===== config.mk =====
export PLATFORM = sky130hd
export DESIGN_NAME = equal_power_stereo_pan_ramp
export DESIGN_NICKNAME = d
export VERILOG_FILES = /design/src/rtl/eqpan_pkg.sv /design/src/rtl/eqpan_ctrl.sv /design/src/rtl/eqpan_dp.sv /design/src/rtl/equal_power_stereo_pan_ramp.sv
export SDC_FILE = /design/constraint.sdc
export NUM_CORES = 2
export LEC_CHECK = 0
export ABC_AREA = 1
export BUFFER_PORTS_ARGS = -buffer_cell sky130_fd_sc_hd__buf_2
export CAP_MARGIN = 15
export CORE_MARGIN = 2
export CORE_UTILIZATION = 45
export CTS_BUF_LIST = sky130_fd_sc_hd__clkbuf_16
export DETAILED_ROUTE_END_ITERATION = 8
export GPL_TIMING_DRIVEN = 0
export PLACE_DENSITY = 0.72
export RECOVER_POWER = 50
export SLEW_MARGIN = 5
export SYNTH_ARGS = -nofsm -noshare
export SYNTH_HDL_FRONTEND = slang
export SYNTH_SLANG_ARGS = --single-unit

===== constraint.sdc =====
create_clock -name clk -period 12.38 [get_ports clk]
set_input_delay 1.857 -clock clk [delete_from_list [all_inputs] [get_ports clk]]
set_output_delay 1.857 -clock clk [all_outputs]
set_load 0.05 [all_outputs]

===== src/rtl/eqpan_pkg.sv =====
// Shared types, constants and fixed-point helpers of the equal-power stereo pan ramp.
`default_nettype none

package eqpan_pkg;

  // Fixed-point constants, Q16 unless noted.
  localparam logic [16:0]        ONE_Q16    = 17'd65536;
  localparam logic [16:0]        PAN_RESET  = 17'd32768;
  localparam logic [15:0]        SCALE_MAG  = 16'd54513;
  localparam logic [17:0]        INNER_BASE = 18'd120049;   // 1.0 + SCALE_MAG
  localparam logic [15:0]        SMOOTH_Q16 = 16'd58982;    // 0.9
  localparam logic [20:0]        THRESH_Q16 = 21'd131;      // 0.002
  localparam logic signed [19:0] GAIN_RESET = 20'sd46396;   // law of the reset position

  localparam int RAMP_LEN_DEF = 64;
  localparam int MAX_BLOCK    = 4096;

  // Restoring divider for the ramp step: one quotient bit per cycle.
  localparam int DIV_W     = 21;
  localparam int DIV_CNT_W = $clog2(DIV_W);

  // Configuration register indexes.
  localparam logic REG_PAN   = 1'b0;
  localparam logic REG_MUTED = 1'b1;

  // Channel select.
  localparam logic CH_LEFT  = 1'b0;
  localparam logic CH_RIGHT = 1'b1;

  typedef enum logic [4:0] {
    OP_IDLE,
    OP_LOAD,
    OP_TGT_M1,
    OP_TGT_M2,
    OP_TGT_WR,
    OP_START,
    OP_DIV,
    OP_DIV_WR,
    OP_BLK_END,
    OP_RMP_BASE,
    OP_RMP_MUL,
    OP_RMP_WR,
    OP_RMP_CNT,
    OP_MIX1,
    OP_MIX2,
    OP_MIX3,
    OP_MIX4,
    OP_MIX5,
    OP_PASS,
    OP_EMIT
  } op_t;

  typedef struct packed {
    op_t  op;
    logic chan;
  } cmd_t;

  typedef struct packed {
    logic muted;
    logic block_start;
    logic need_div;
    logic div_last;
    logic ramp_go;
    logic act_left;
    logic act_right;
    logic out_free;
  } sts_t;

  // Round a Q16 product to nearest, halves away from zero.
  function automatic logic signed [33:0] rnd16(input logic signed [49:0] p);
    logic [49:0] mag;
    logic [49:0] sum;
    logic [33:0] r;
    mag = p[49] ? $unsigned(-p) : $unsigned(p);
    sum = mag + 50'd32768;
    r   = sum[49:16];
    return p[49] ? -$signed(r) : $signed(r);
  endfunction

  function automatic logic signed [19:0] sat20(input logic signed [35:0] v);
    if (v > 36'sd524287) begin
      return 20'sh7FFFF;
    end else if (v < -36'sd524288) begin
      return 20'sh80000;
    end
    return v[19:0];
  endfunction

  function automatic logic signed [23:0] sat24(input logic signed [35:0] v);
    if (v > 36'sd8388607) begin
      return 24'sh7FFFFF;
    end else if (v < -36'sd8388608) begin
      return 24'sh800000;
    end
    return v[23:0];
  endfunction

endpackage

`default_nettype wire


===== src/rtl/eqpan_ctrl.sv =====
// Sequencing state machine of the equal-power stereo pan ramp.
`default_nettype none

module eqpan_ctrl
  import eqpan_pkg::*;
(
  input  wire logic clk,
  input  wire logic rst_n,
  input  wire logic in_valid,
  output logic      in_stall,
  input  sts_t      sts,
  output cmd_t      cmd
);

  typedef enum logic [4:0] {
    S_IDLE,
    S_CHECK,
    S_TGT1,
    S_TGT2,
    S_TGT3,
    S_START,
    S_DIV,
    S_DIVWR,
    S_BLKEND,
    S_RCHK,
    S_RBASE,
    S_RMUL,
    S_RWR,
    S_RCNT,
    S_MIX1,
    S_MIX2,
    S_MIX3,
    S_MIX4,
    S_MIX5,
    S_PASS,
    S_EMIT
  } state_t;

  state_t state_r, state_nxt;
  logic   chan_r, chan_nxt;

  assign in_stall = (state_r != S_IDLE);

  always_comb begin
    state_nxt = state_r;
    chan_nxt  = chan_r;
    cmd.op    = OP_IDLE;
    cmd.chan  = chan_r;
    unique case (state_r)
      S_IDLE: begin
        if (in_valid) begin
          cmd.op    = OP_LOAD;
          state_nxt = S_CHECK;
        end
      end
      S_CHECK: begin
        if (sts.muted) begin
          state_nxt = S_PASS;
        end else if (sts.block_start) begin
          chan_nxt  = CH_LEFT;
          state_nxt = S_TGT1;
        end else begin
          state_nxt = S_RCHK;
        end
      end
      S_TGT1: begin
        cmd.op    = OP_TGT_M1;
        state_nxt = S_TGT2;
      end
      S_TGT2: begin
        cmd.op    = OP_TGT_M2;
        state_nxt = S_TGT3;
      end
      S_TGT3: begin
        cmd.op    = OP_TGT_WR;
        state_nxt = S_START;
      end
      S_START: begin
        cmd.op = OP_START;
        if (sts.need_div) begin
          state_nxt = S_DIV;
        end else if (chan_r == CH_LEFT) begin
          chan_nxt  = CH_RIGHT;
          state_nxt = S_TGT1;
        end else begin
          state_nxt = S_BLKEND;
        end
      end
      S_DIV: begin
        cmd.op = OP_DIV;
        if (sts.div_last) begin
          state_nxt = S_DIVWR;
        end
      end
      S_DIVWR: begin
        cmd.op = OP_DIV_WR;
        if (chan_r == CH_LEFT) begin
          chan_nxt  = CH_RIGHT;
          state_nxt = S_TGT1;
        end else begin
          state_nxt = S_BLKEND;
        end
      end
      S_BLKEND: begin
        cmd.op    = OP_BLK_END;
        state_nxt = S_RCHK;
      end
      S_RCHK: begin
        if (sts.ramp_go) begin
          chan_nxt  = sts.act_left ? CH_LEFT : CH_RIGHT;
          state_nxt = S_RBASE;
        end else begin
          state_nxt = S_MIX1;
        end
      end
      S_RBASE: begin
        cmd.op    = OP_RMP_BASE;
        state_nxt = S_RMUL;
      end
      S_RMUL: begin
        cmd.op    = OP_RMP_MUL;
        state_nxt = S_RWR;
      end
      S_RWR: begin
        cmd.op = OP_RMP_WR;
        if (chan_r == CH_LEFT && sts.act_right) begin
          chan_nxt  = CH_RIGHT;
          state_nxt = S_RBASE;
        end else begin
          state_nxt = S_RCNT;
        end
      end
      S_RCNT: begin
        cmd.op    = OP_RMP_CNT;
        state_nxt = S_MIX1;
      end
      S_MIX1: begin
        cmd.op    = OP_MIX1;
        state_nxt = S_MIX2;
      end
      S_MIX2: begin
        cmd.op    = OP_MIX2;
        state_nxt = S_MIX3;
      end
      S_MIX3: begin
        cmd.op    = OP_MIX3;
        state_nxt = S_MIX4;
      end
      S_MIX4: begin
        cmd.op    = OP_MIX4;
        state_nxt = S_MIX5;
      end
      S_MIX5: begin
        cmd.op    = OP_MIX5;
        state_nxt = S_EMIT;
      end
      S_PASS: begin
        cmd.op    = OP_PASS;
        state_nxt = S_EMIT;
      end
      S_EMIT: begin
        // Wait here until the output register can take the new result.
        if (sts.out_free) begin
          cmd.op    = OP_EMIT;
          state_nxt = S_IDLE;
        end
      end
      default: begin
        state_nxt = S_IDLE;
      end
    endcase
  end

  always_ff @(posedge clk) begin
    if (!rst_n) begin
      state_r <= S_IDLE;
      chan_r  <= CH_LEFT;
    end else begin
      state_r <= state_nxt;
      chan_r  <= chan_nxt;
    end
  end

endmodule

`default_nettype wire


===== src/rtl/eqpan_dp.sv =====
// Datapath of the equal-power stereo pan ramp: shared multiplier, divider and state.
`default_nettype none

module eqpan_dp
  import eqpan_pkg::*;
#(
  parameter int RAMP_LEN = RAMP_LEN_DEF
) (
  input  wire logic               clk,
  input  wire logic               rst_n,
  input  cmd_t                    cmd,
  output sts_t                    sts,
  input  wire logic signed [23:0] in_sample,
  input  wire logic signed [23:0] in_left_accum,
  input  wire logic signed [23:0] in_right_accum,
  input  wire logic [17:0]        in_gain,
  input  wire logic               in_block_start,
  input  wire logic [12:0]        in_block_length,
  input  wire logic               cfg_valid,
  input  wire logic               cfg_index,
  input  wire logic [16:0]        cfg_data,
  input  wire logic               out_stall,
  output logic                    out_valid,
  output logic signed [23:0]      out_left_mix,
  output logic signed [23:0]      out_right_mix
);

  localparam int LIM_W   = $clog2(RAMP_LEN + 1);
  localparam int LIM_CAP = (RAMP_LEN < MAX_BLOCK) ? RAMP_LEN : MAX_BLOCK;

  // Configuration and control state.
  logic [16:0]        pan_r;
  logic               muted_r;
  logic signed [19:0] gl_r, gr_r, bl_r, br_r, sl_r, sr_r;
  logic               al_r, ar_r;
  logic [LIM_W-1:0]   fc_r, rf_r;
  logic               out_valid_r;

  // Payload and working registers.
  logic signed [23:0]   s_r, la_r, ra_r;
  logic [17:0]          gc_r;
  logic                 bs_r;
  logic [LIM_W-1:0]     lim_r;
  logic signed [49:0]   mul_r;
  logic [16:0]          tgt_r;
  logic [DIV_W-1:0]     dq_r;
  logic [LIM_W-1:0]     rem_r;
  logic [DIV_CNT_W-1:0] div_cnt_r;
  logic                 neg_r;
  logic signed [22:0]   pan_l_r, pan_rt_r;
  logic signed [23:0]   lm_r, rm_r, olm_r, orm_r;

  // Combinational helpers.
  logic signed [19:0] g_ch, b_ch, st_ch;
  logic [16:0]        q_pos;
  logic signed [33:0] mul_rnd;
  logic [17:0]        inner;
  logic signed [20:0] dlt;
  logic [20:0]        mag;
  logic signed [20:0] gb_diff;
  logic signed [19:0] base_sum;
  logic signed [19:0] gain_new;
  logic signed [35:0] quo_ext;
  logic signed [19:0] step_new;
  logic [LIM_W:0]     rem_sh;
  logic               qbit;
  logic [LIM_W-1:0]   fc_inc;
  logic [LIM_W-1:0]   lim_nxt;
  logic [16:0]        pan_nxt;
  logic signed [24:0] ma, mb;
  logic               out_free;

  always_comb begin
    g_ch  = cmd.chan ? gr_r : gl_r;
    b_ch  = cmd.chan ? br_r : bl_r;
    st_ch = cmd.chan ? sr_r : sl_r;
    q_pos = cmd.chan ? pan_r : (ONE_Q16 - pan_r);

    mul_rnd = rnd16(mul_r);
    inner   = INNER_BASE - mul_rnd[17:0];

    dlt = {g_ch[19], g_ch} - $signed({4'b0, tgt_r});
    mag = dlt[20] ? $unsigned(-dlt) : $unsigned(dlt);

    gb_diff  = {g_ch[19], g_ch} - {b_ch[19], b_ch};
    base_sum = sat20(36'({{16{b_ch[19]}}, b_ch}) + 36'({{16{st_ch[19]}}, st_ch}));
    gain_new = sat20(36'({{16{b_ch[19]}}, b_ch}) + 36'({{2{mul_rnd[33]}}, mul_rnd}));
    quo_ext  = $signed({15'b0, dq_r});
    step_new = sat20(neg_r ? quo_ext : -quo_ext);

    rem_sh = {rem_r, dq_r[DIV_W-1]};
    qbit   = (rem_sh >= {1'b0, lim_r});
    fc_inc = fc_r + LIM_W'(1);

    if (in_block_length == 13'd0) begin
      lim_nxt = LIM_W'(1);
    end else if ({4'b0, in_block_length} > 17'(LIM_CAP)) begin
      lim_nxt = LIM_W'(LIM_CAP);
    end else begin
      lim_nxt = in_block_length[LIM_W-1:0];
    end

    pan_nxt = (cfg_data > ONE_Q16) ? ONE_Q16 : cfg_data;

    ma = '0;
    mb = '0;
    unique case (cmd.op)
      OP_TGT_M1: begin
        ma = $signed({9'b0, SCALE_MAG});
        mb = $signed({8'b0, q_pos});
      end
      OP_TGT_M2: begin
        ma = $signed({8'b0, q_pos});
        mb = $signed({7'b0, inner});
      end
      OP_RMP_MUL: begin
        ma = $signed({9'b0, SMOOTH_Q16});
        mb = {{4{gb_diff[20]}}, gb_diff};
      end
      OP_MIX1: begin
        ma = {{5{gl_r[19]}}, gl_r};
        mb = $signed({7'b0, gc_r});
      end
      OP_MIX2: begin
        ma = {{5{gr_r[19]}}, gr_r};
        mb = $signed({7'b0, gc_r});
      end
      OP_MIX3: begin
        ma = {s_r[23], s_r};
        mb = {{2{pan_l_r[22]}}, pan_l_r};
      end
      OP_MIX4: begin
        ma = {s_r[23], s_r};
        mb = {{2{pan_rt_r[22]}}, pan_rt_r};
      end
      default: begin
        ma = '0;
        mb = '0;
      end
    endcase

    out_free = !out_valid_r || !out_stall;
  end

  assign sts.muted       = muted_r;
  assign sts.block_start = bs_r;
  assign sts.need_div    = (mag > THRESH_Q16);
  assign sts.div_last    = (div_cnt_r == DIV_CNT_W'(DIV_W - 1));
  assign sts.ramp_go     = (al_r || ar_r) && (fc_r < rf_r);
  assign sts.act_left    = al_r;
  assign sts.act_right   = ar_r;
  assign sts.out_free    = out_free;

  assign out_valid     = out_valid_r;
  assign out_left_mix  = olm_r;
  assign out_right_mix = orm_r;

  // Registers that reset clears.
  always_ff @(posedge clk) begin
    if (!rst_n) begin
      pan_r       <= PAN_RESET;
      muted_r     <= 1'b0;
      gl_r        <= GAIN_RESET;
      gr_r        <= GAIN_RESET;
      bl_r        <= GAIN_RESET;
      br_r        <= GAIN_RESET;
      sl_r        <= '0;
      sr_r        <= '0;
      al_r        <= 1'b0;
      ar_r        <= 1'b0;
      fc_r        <= '0;
      rf_r        <= '0;
      out_valid_r <= 1'b0;
    end else begin
      if (cfg_valid) begin
        unique case (cfg_index)
          REG_PAN:   pan_r   <= pan_nxt;
          REG_MUTED: muted_r <= cfg_data[0];
          default:   ;
        endcase
      end
      if (out_valid_r && !out_stall && cmd.op != OP_EMIT) begin
        out_valid_r <= 1'b0;
      end
      unique case (cmd.op)
        OP_START: begin
          if (mag > THRESH_Q16) begin
            if (cmd.chan) ar_r <= 1'b1;
            else          al_r <= 1'b1;
          end else if (cmd.chan) begin
            gr_r <= $signed({3'b0, tgt_r});
            br_r <= $signed({3'b0, tgt_r});
            sr_r <= '0;
            ar_r <= 1'b0;
          end else begin
            gl_r <= $signed({3'b0, tgt_r});
            bl_r <= $signed({3'b0, tgt_r});
            sl_r <= '0;
            al_r <= 1'b0;
          end
        end
        OP_DIV_WR: begin
          if (cmd.chan) sr_r <= step_new;
          else          sl_r <= step_new;
        end
        OP_BLK_END: begin
          fc_r <= '0;
          rf_r <= lim_r;
        end
        OP_RMP_BASE: begin
          if (cmd.chan) br_r <= base_sum;
          else          bl_r <= base_sum;
        end
        OP_RMP_WR: begin
          if (cmd.chan) gr_r <= gain_new;
          else          gl_r <= gain_new;
        end
        OP_RMP_CNT: begin
          fc_r <= fc_inc;
          if (fc_inc >= rf_r) begin
            al_r <= 1'b0;
            ar_r <= 1'b0;
          end
        end
        OP_EMIT: begin
          out_valid_r <= 1'b1;
        end
        default: ;
      endcase
    end
  end

  // Payload and working registers, no reset needed.
  always_ff @(posedge clk) begin
    mul_r <= ma * mb;
    unique case (cmd.op)
      OP_LOAD: begin
        s_r   <= in_sample;
        la_r  <= in_left_accum;
        ra_r  <= in_right_accum;
        gc_r  <= in_gain;
        bs_r  <= in_block_start;
        lim_r <= lim_nxt;
      end
      OP_TGT_WR: begin
        tgt_r <= mul_rnd[16:0];
      end
      OP_START: begin
        neg_r     <= dlt[20];
        dq_r      <= mag;
        rem_r     <= '0;
        div_cnt_r <= '0;
      end
      OP_DIV: begin
        rem_r     <= qbit ? LIM_W'(rem_sh - {1'b0, lim_r}) : rem_sh[LIM_W-1:0];
        dq_r      <= {dq_r[DIV_W-2:0], qbit};
        div_cnt_r <= div_cnt_r + DIV_CNT_W'(1);
      end
      OP_MIX2: begin
        pan_l_r <= mul_rnd[22:0];
      end
      OP_MIX3: begin
        pan_rt_r <= mul_rnd[22:0];
      end
      OP_MIX4: begin
        lm_r <= sat24(36'({{12{la_r[23]}}, la_r}) + 36'({{2{mul_rnd[33]}}, mul_rnd}));
      end
      OP_MIX5: begin
        rm_r <= sat24(36'({{12{ra_r[23]}}, ra_r}) + 36'({{2{mul_rnd[33]}}, mul_rnd}));
      end
      OP_PASS: begin
        lm_r <= la_r;
        rm_r <= ra_r;
      end
      OP_EMIT: begin
        olm_r <= lm_r;
        orm_r <= rm_r;
      end
      default: ;
    endcase
  end

endmodule

`default_nettype wire


===== src/rtl/equal_power_stereo_pan_ramp.sv =====
// Top level of the equal-power stereo pan ramp: controller, datapath and ports.
// A plain sample runs the mix; a muted one passes its mix values through. A ramp sample first
// updates base and gain of each ramping channel, and a block start first finds each channel's
// target and, for a channel that starts a ramp, its step by a divider that gives one bit per
// cycle. A new transaction is taken only after the last result is in the output register; all
// products go through one shared 25x25 multiplier. Reset is synchronous, active low.
`default_nettype none

module equal_power_stereo_pan_ramp
  import eqpan_pkg::*;
#(
  parameter int RAMP_LEN = RAMP_LEN_DEF
) (
  input  wire logic               clk,
  input  wire logic               rst_n,
  // Input channel: one mono sample and the mix values it adds into.
  input  wire logic               in_valid,
  output logic                    in_stall,
  input  wire logic signed [23:0] in_sample,
  input  wire logic signed [23:0] in_left_accum,
  input  wire logic signed [23:0] in_right_accum,
  input  wire logic [17:0]        in_gain,
  input  wire logic               in_block_start,
  input  wire logic [12:0]        in_block_length,
  // Result channel.
  output logic                    out_valid,
  input  wire logic               out_stall,
  output logic signed [23:0]      out_left_mix,
  output logic signed [23:0]      out_right_mix,
  // Configuration write channel.
  input  wire logic               cfg_valid,
  output logic                    cfg_ready,
  input  wire logic               cfg_index,
  input  wire logic [16:0]        cfg_data
);

  // The controller walks each transaction through a sequence of datapath operations
  // chosen by the status flags. A block start computes each channel's equal-power
  // target with the shared multiplier, then decides for that channel whether to snap or
  // to ramp; a ramp step is found by a restoring divider, one quotient bit per cycle.
  // While a ramp is running, each active channel updates its linear base and smoothed
  // gain before the mix. The mix itself interleaves left and right through the multiplier.
  //
  // The finished result sits in an output register, so the next input transaction is
  // taken while a result still waits on a stalled output. Configuration writes are
  // always accepted; they are expected only while the block is idle.

  cmd_t cmd;
  sts_t sts;

  assign cfg_ready = 1'b1;

  eqpan_ctrl u_ctrl (
    .clk      (clk),
    .rst_n    (rst_n),
    .in_valid (in_valid),
    .in_stall (in_stall),
    .sts      (sts),
    .cmd      (cmd)
  );

  eqpan_dp #(
    .RAMP_LEN (RAMP_LEN)
  ) u_dp (
    .clk             (clk),
    .rst_n           (rst_n),
    .cmd             (cmd),
    .sts             (sts),
    .in_sample       (in_sample),
    .in_left_accum   (in_left_accum),
    .in_right_accum  (in_right_accum),
    .in_gain         (in_gain),
    .in_block_start  (in_block_start),
    .in_block_length (in_block_length),
    .cfg_valid       (cfg_valid),
    .cfg_index       (cfg_index),
    .cfg_data        (cfg_data),
    .out_stall       (out_stall),
    .out_valid       (out_valid),
    .out_left_mix    (out_left_mix),
    .out_right_mix   (out_right_mix)
  );

endmodule

`default_nettype wire

Yosys cells after proc, flatten, opt, wreduce, memory -nomap -nowiden:

Index checks and enable logic that the tools add are counted.

* register bits: 502
* input bits: 127
* output and inout port bits: 51
* logic and storage cells: 262

* add/sub/neg operators: 16
* multipliers: 1
* magnitude comparators: 16
* equality and inequality tests: 59
* mux-type cells: 97
* bitwise operators: 2
* reduce and logical (&&, ||, !) cells: 37

Operator list (number)
* $mux W20: 26
* $pmux W25 S6: 2
* $pmux W20 S2: 6
* $mux W24: 6
* $gt A36 B20 Y1 const B: 3
* $lt A36 B20 Y1 const B: 3
* $pmux W5 S20: 1
* $pmux W24 S2: 2
* $pmux W5 S19: 1
* $eq A5 B4 Y1 const B: 16
* $gt A36 B24 Y1 const B: 2
* $lt A36 B24 Y1 const B: 2
* $add A24 B34 Y35: 2
* $add A50 B16 Y50 const B: 1
* $eq A5 B5 Y1 const B: 10
* $mul A25 B25 Y50: 1
* $mux W50: 1
* $neg A50 Y50: 1
* $pmux W21 S2: 1
* $eq A5 B3 Y1 const B: 8
* $mux W36: 1
* $neg A21 Y36: 1
* $add A20 B34 Y35: 1
* $mux W17: 2
* other kinds (45): 128

Depth between registers and ports, before layout:

* word-level depth: 12
* depth in mapped cells: 74
* mapped depth without buffers: 69

Cells and area by module:

A second synthesis with hierarchy kept.

* cell total of the unflattened synthesis: 7192
* area total of the unflattened synthesis: 56456.6 um2

Modules (own cells, without submodules)
* eqpan_dp: times used 1, cells an instance 7050, area each 55684.7 um2
* eqpan_ctrl: times used 1, cells an instance 140, area each 760.7 um2
* equal_power_stereo_pan_ramp: times used 1, cells an instance 2, area each 11.3 um2

Worst setup path after synthesis:

OpenSTA, ideal clock, no wires.

* path kind: reg-to-reg
* start point: register u_ctrl.chan_r
* end point: register u_dp.mul_r[49]
* arrival time: 10889 ps
* data required time: 12308 ps
* path slack: 1419 ps
* cell stages (with the launch flop): 60
* buffers on the path: 7
* period minus slack after synthesis: 10961 ps
* cells stage by stage: dfxtp_1 -> clkbuf_1 -> clkbuf_1 -> clkbuf_1 -> clkbuf_1 -> clkbuf_1 -> nand2_1 -> nand2_1 -> ha_1 -> inv_1 -> fa_1 -> a31oi_1 -> nor2_1 -> nor2_1 -> nor2_1 -> o21ai_0 -> nand2_1 -> a21oi_1 -> [24 not listed] -> fa_1 -> inv_1 -> ha_1 -> nand2_1 -> nor2_1 -> inv_1 -> o221ai_1 -> a31oi_1 -> o31ai_1 -> nand2_1 -> nand2_1 -> nand2_1 -> nand2_1 -> a21oi_1 -> o21ai_0 -> a21oi_1 -> o21ai_0 -> xor2_1

* word-level cells in the longest chain between the ends: 4

Ends and longest elaborated chain
* start: declaration: line eqpan_ctrl.sv:40 `logic chan_r, chan_nxt;`
* start signal: assignment: line eqpan_ctrl.sv:180 `chan_r <= chan_nxt;`
* $mux W20 (on tied branches): line eqpan_dp.sv:74, eqpan_dp.sv:75
* $sub A20 B20 Y21: line eqpan_dp.sv:85 `gb_diff = {g_ch[19], g_ch} - {b_ch[19], b_ch};`
* $pmux W25 S6: line eqpan_dp.sv:107 `unique case (cmd.op)`
* $mul A25 B25 Y50 *: line eqpan_dp.sv:235 `mul_r <= ma * mb;`
* end signal: assignment: line eqpan_dp.sv:235
* end: declaration: line eqpan_dp.sv:44 `logic signed [49:0] mul_r;`

Every way passes the cells marked *; elsewhere a longest branch is shown, timed or not.
A chain may end at the register's enable or synchronous reset.

Worst setup path in the final report:

* start point: register u_ctrl.state_r[4]
* end point: register u_dp.mul_r[49]

* word-level cells in the longest chain between the ends: 6

Ends and longest elaborated chain
* start: declaration: line eqpan_ctrl.sv:39 `state_t state_r, state_nxt;`
* start signal: assignment: line eqpan_ctrl.sv:179 `state_r <= state_nxt;`
* $eq A5 B5 Y1 (tied with other cells): line eqpan_ctrl.sv:49 `unique case (state_r)`
* $pmux W5 S19 *: line eqpan_ctrl.sv:49
* $eq A5 B4 Y1 or $eq A5 B5 Y1 (tied branches)
* $reduce_or A2 Y1 (no source line)
* $pmux W25 S6: line eqpan_dp.sv:107
* $mul A25 B25 Y50 *: line eqpan_dp.sv:235

Marks and branches as above.

==> qor.csv <==
metric;value;unit
status;finished with violations;
failing checks;max-capacitance violations, max-slew violations;
Inserted Diodes;0;
final-report hold violation count;0;
worst-path fanout max;10;
DRT Pass-1 Iters;6;
Max Fclk;85.0;MHz
reg2reg start;u_ctrl.state_r[4];
num ports;178;
initial antenna violation count;3;
fraction of layout cells with a size suffix above 1;0.0792;
Worst Path Arrival;12.33;ns
maximum clock insertion buffer count;3;
Detailed Route Iter0 Violations;4983;
# DRC;0;
clock transition at the registers of the reported paths;0.06;ns
# rows;130;
Final Cell Area;0.0620;mm²
remaining antenna violation count after routing;0;
worst hold path type;reg2reg;
overall power;12.9;mW
DP Area;0.0599;mm²
TNS Setup;0;ns
Data required, critical path;12.94;ns
grt met3 use;0.0556;
Final Cycle Share;0.951;
area of the multi-input gates;0.0373;mm²
first-pass GRT wire length;294000;µm
chip width;359;µm
Static Leakage;30.6;nW
die footprint;0.129;mm²
Async SR Flop Fraction;0;
most frequent cells in the layout;inv_1 (1487), nand2_1 (1429), nor2_1 (801);
Post-synth EDFFs;291;
RePlAce Congestion;1.02;
CP max stage cell;clkbuf_1;
Initial Utilization;0.452;
P per Cell Area;208;mW/mm²
Critical Path Max Stage Delay;0.68;ns
Synth Instances;7311;
cts hold-fix bufs;0;
Hold Startpoint;u_dp.rm_r[17];
worst skew pair latency;0.73;ns
CTS buffer count;59;
CP startpoint;u_ctrl.state_r[4];
Ys Warns;0;
layout overhead on the synthesized area;9.45;%
most used routing layer;met2;
Main synth FF type;edfxtp_1;
clock root buffer;clkbuf_16;
Yosys reg bits;502;
Register Area;0.0130;mm²
Peak VDD IR;0.165;mV
IO buf count;176;
Mapped Area;0.0566;mm²
Final HPWL DP;160000;µm
min Tclk post-route;11.77;ns
routing usage on met2;0.483;
syn avg cell area;7.75;µm²
routed via count;50400;
core footprint;0.125;mm²
Final #Nets;8668;
filler instances;12200;
critical path capture point type;register;
DRT Wirelength;196000;µm
clock tree from TritonCTS;done;
final setup margin;0.609;ns
Die Ht;359;µm
synth unique cells;72;
Global Route Usage Sum;0.303;
max cap viols;9;
clk_skew;0.102;ns
Worst-Margin Slew;2.00;ns
largest net degree at the start of global routing;34;
CTS Sinks;502;
hold depth;0;
reg2reg path depth;44;
net count after synthesis;8402;
most frequent CP cell;inv_1;
final setup vio count;0;
Worst Setup Start Kind;register;
post-synthesis sequential area ratio;0.229;
H-tree levels;2;
most common cell after layout, fill and taps aside;inv_1;
dpl ws;-2.96;ns
WS Path Type;reg2reg;
Final Max Slew Viols;240;
Rel. slew slack;-0.332;
final hold slack;0.372;ns
vias in the first global route;50200;
met1 GRT Util;0.398;
GRT overflow;0;
Routed wire per std cell;21.1;µm
vias per std cell;5.43;
## path summary, 6_finish.rpt
path	end	slack, ns
hold / removal	u_dp.out_right_mix[17]	0.37
hold reg to reg	u_dp.out_right_mix[17]	0.37
setup / recovery	u_dp.mul_r[49]	0.61
setup reg to reg	u_dp.mul_r[49]	0.61
## area by class of cell
cell class | instances | area share
multi-input combinational | 5087 | 0.602
sequential | 502 | 0.209
inverter | 1515 | 0.0923
tap | 1650 | 0.0333
clock buffer | 60 | 0.0242
timing repair buffer | 208 | 0.0175
buffer | 204 | 0.0160
clock inverter | 51 | 0.00587
## registers in the layout, indices dropped and copies added, names as in the netlist, 17 cells and up
name                flops
u_dp.mul_r             50
u_dp.la_r              24
u_dp.lm_r              24
u_dp.out_left_mix      24
u_dp.out_right_mix     24
u_dp.ra_r              24
u_dp.rm_r              24
u_dp.s_r               24
u_dp.pan_l_r           23
u_dp.pan_rt_r          23
u_dp.dq_r              21
u_dp.bl_r              20
u_dp.br_r              20
u_dp.gl_r              20
u_dp.gr_r              20
u_dp.sl_r              20
u_dp.sr_r              20
u_dp.gc_r              18
u_dp.pan_r             17
u_dp.tgt_r             17
## layer usage
metal | part of all wire | up-vias
met5 | 0.000066 | -
met4 | 0.058 | 2
li1 | - | 23300
met2 | 0.45 | 2167
met1 | 0.41 | 24400
met3 | 0.087 | 492
## worst max-delay path, delay by kind of cell, from the launching register on
kind | cells | cell delay, ns
simple gates | 13 | 2.31
flops | 1 | 0.32
xor+xnor | 1 | 0.22
fa+ha+maj | 8 | 3.66
buf+inv | 14 | 3.21
compound gates | 8 | 1.85
## cells in the mapped netlist, types with 9 or more instances
cell | n | area (µm²)
nand4_1 | 72 | 450
dfxtp_1 | 211 | 4220
a21oi_1 | 439 | 2200
xor2_1 | 185 | 1620
inv_2 | 23 | 86.3
inv_1 | 1478 | 5550
nand3_2 | 23 | 230
nand2_1 | 1439 | 5400
o21ai_0 | 303 | 1520
or2_2 | 37 | 231
a211oi_1 | 41 | 308
buf_2 | 28 | 140
clkbuf_1 | 160 | 601
a22oi_1 | 11 | 82.6
nand3_1 | 244 | 1220
nor4_1 | 23 | 144
fa_1 | 648 | 13000
o21bai_1 | 18 | 135
a22o_1 | 9 | 78.8
edfxtp_1 | 291 | 8740
a31oi_1 | 25 | 156
o31ai_1 | 11 | 82.6
clkinv_1 | 13 | 48.8
nor2_1 | 804 | 3020
nor3_1 | 90 | 450
nand3b_1 | 23 | 173
nand2_4 | 17 | 191
nand2_2 | 62 | 388
nor2_2 | 24 | 150
o21ai_1 | 22 | 110
xnor2_1 | 86 | 753
ha_1 | 316 | 3950
nor2_4 | 9 | 101
a221oi_1 | 14 | 123
## per-stage QoR
step	instances	util
after global placement	9137	0.476
after global routing	9277	0.495
after floorplan	7311	-
after CTS	9263	0.494
after detailed placement	9152	0.478
final	9277	0.495
## power by group
part | switching [mW] | internal (mW) | leakage (nW)
Sequential | 0.202 | 2.20 | 4.36
Clock | 0.789 | 0.925 | 0.991
Combinational | 6.16 | 2.60 | 25.3
Total | 7.16 | 5.72 | 30.6
## kinds of logic after synthesis
family / after synthesis / share of synthesized area
fa+ha+maj: 964 / 0.299
simple gates: 2896 / 0.220
xor+xnor: 272 / 0.0422
other cells: 1 / 0.0000662
mux: 2 / 0.000398
compound gates: 952 / 0.0935
buf+inv: 1722 / 0.116
flops: 502 / 0.229
## timing repair
item	CTS	global route
pin swaps	1	10
setup endpoints to repair	34	16
gates resized for setup	52	91
gates cloned	0	0
setup buffers	2	14
Note: power is estimated with default switching activity, not from simulation.
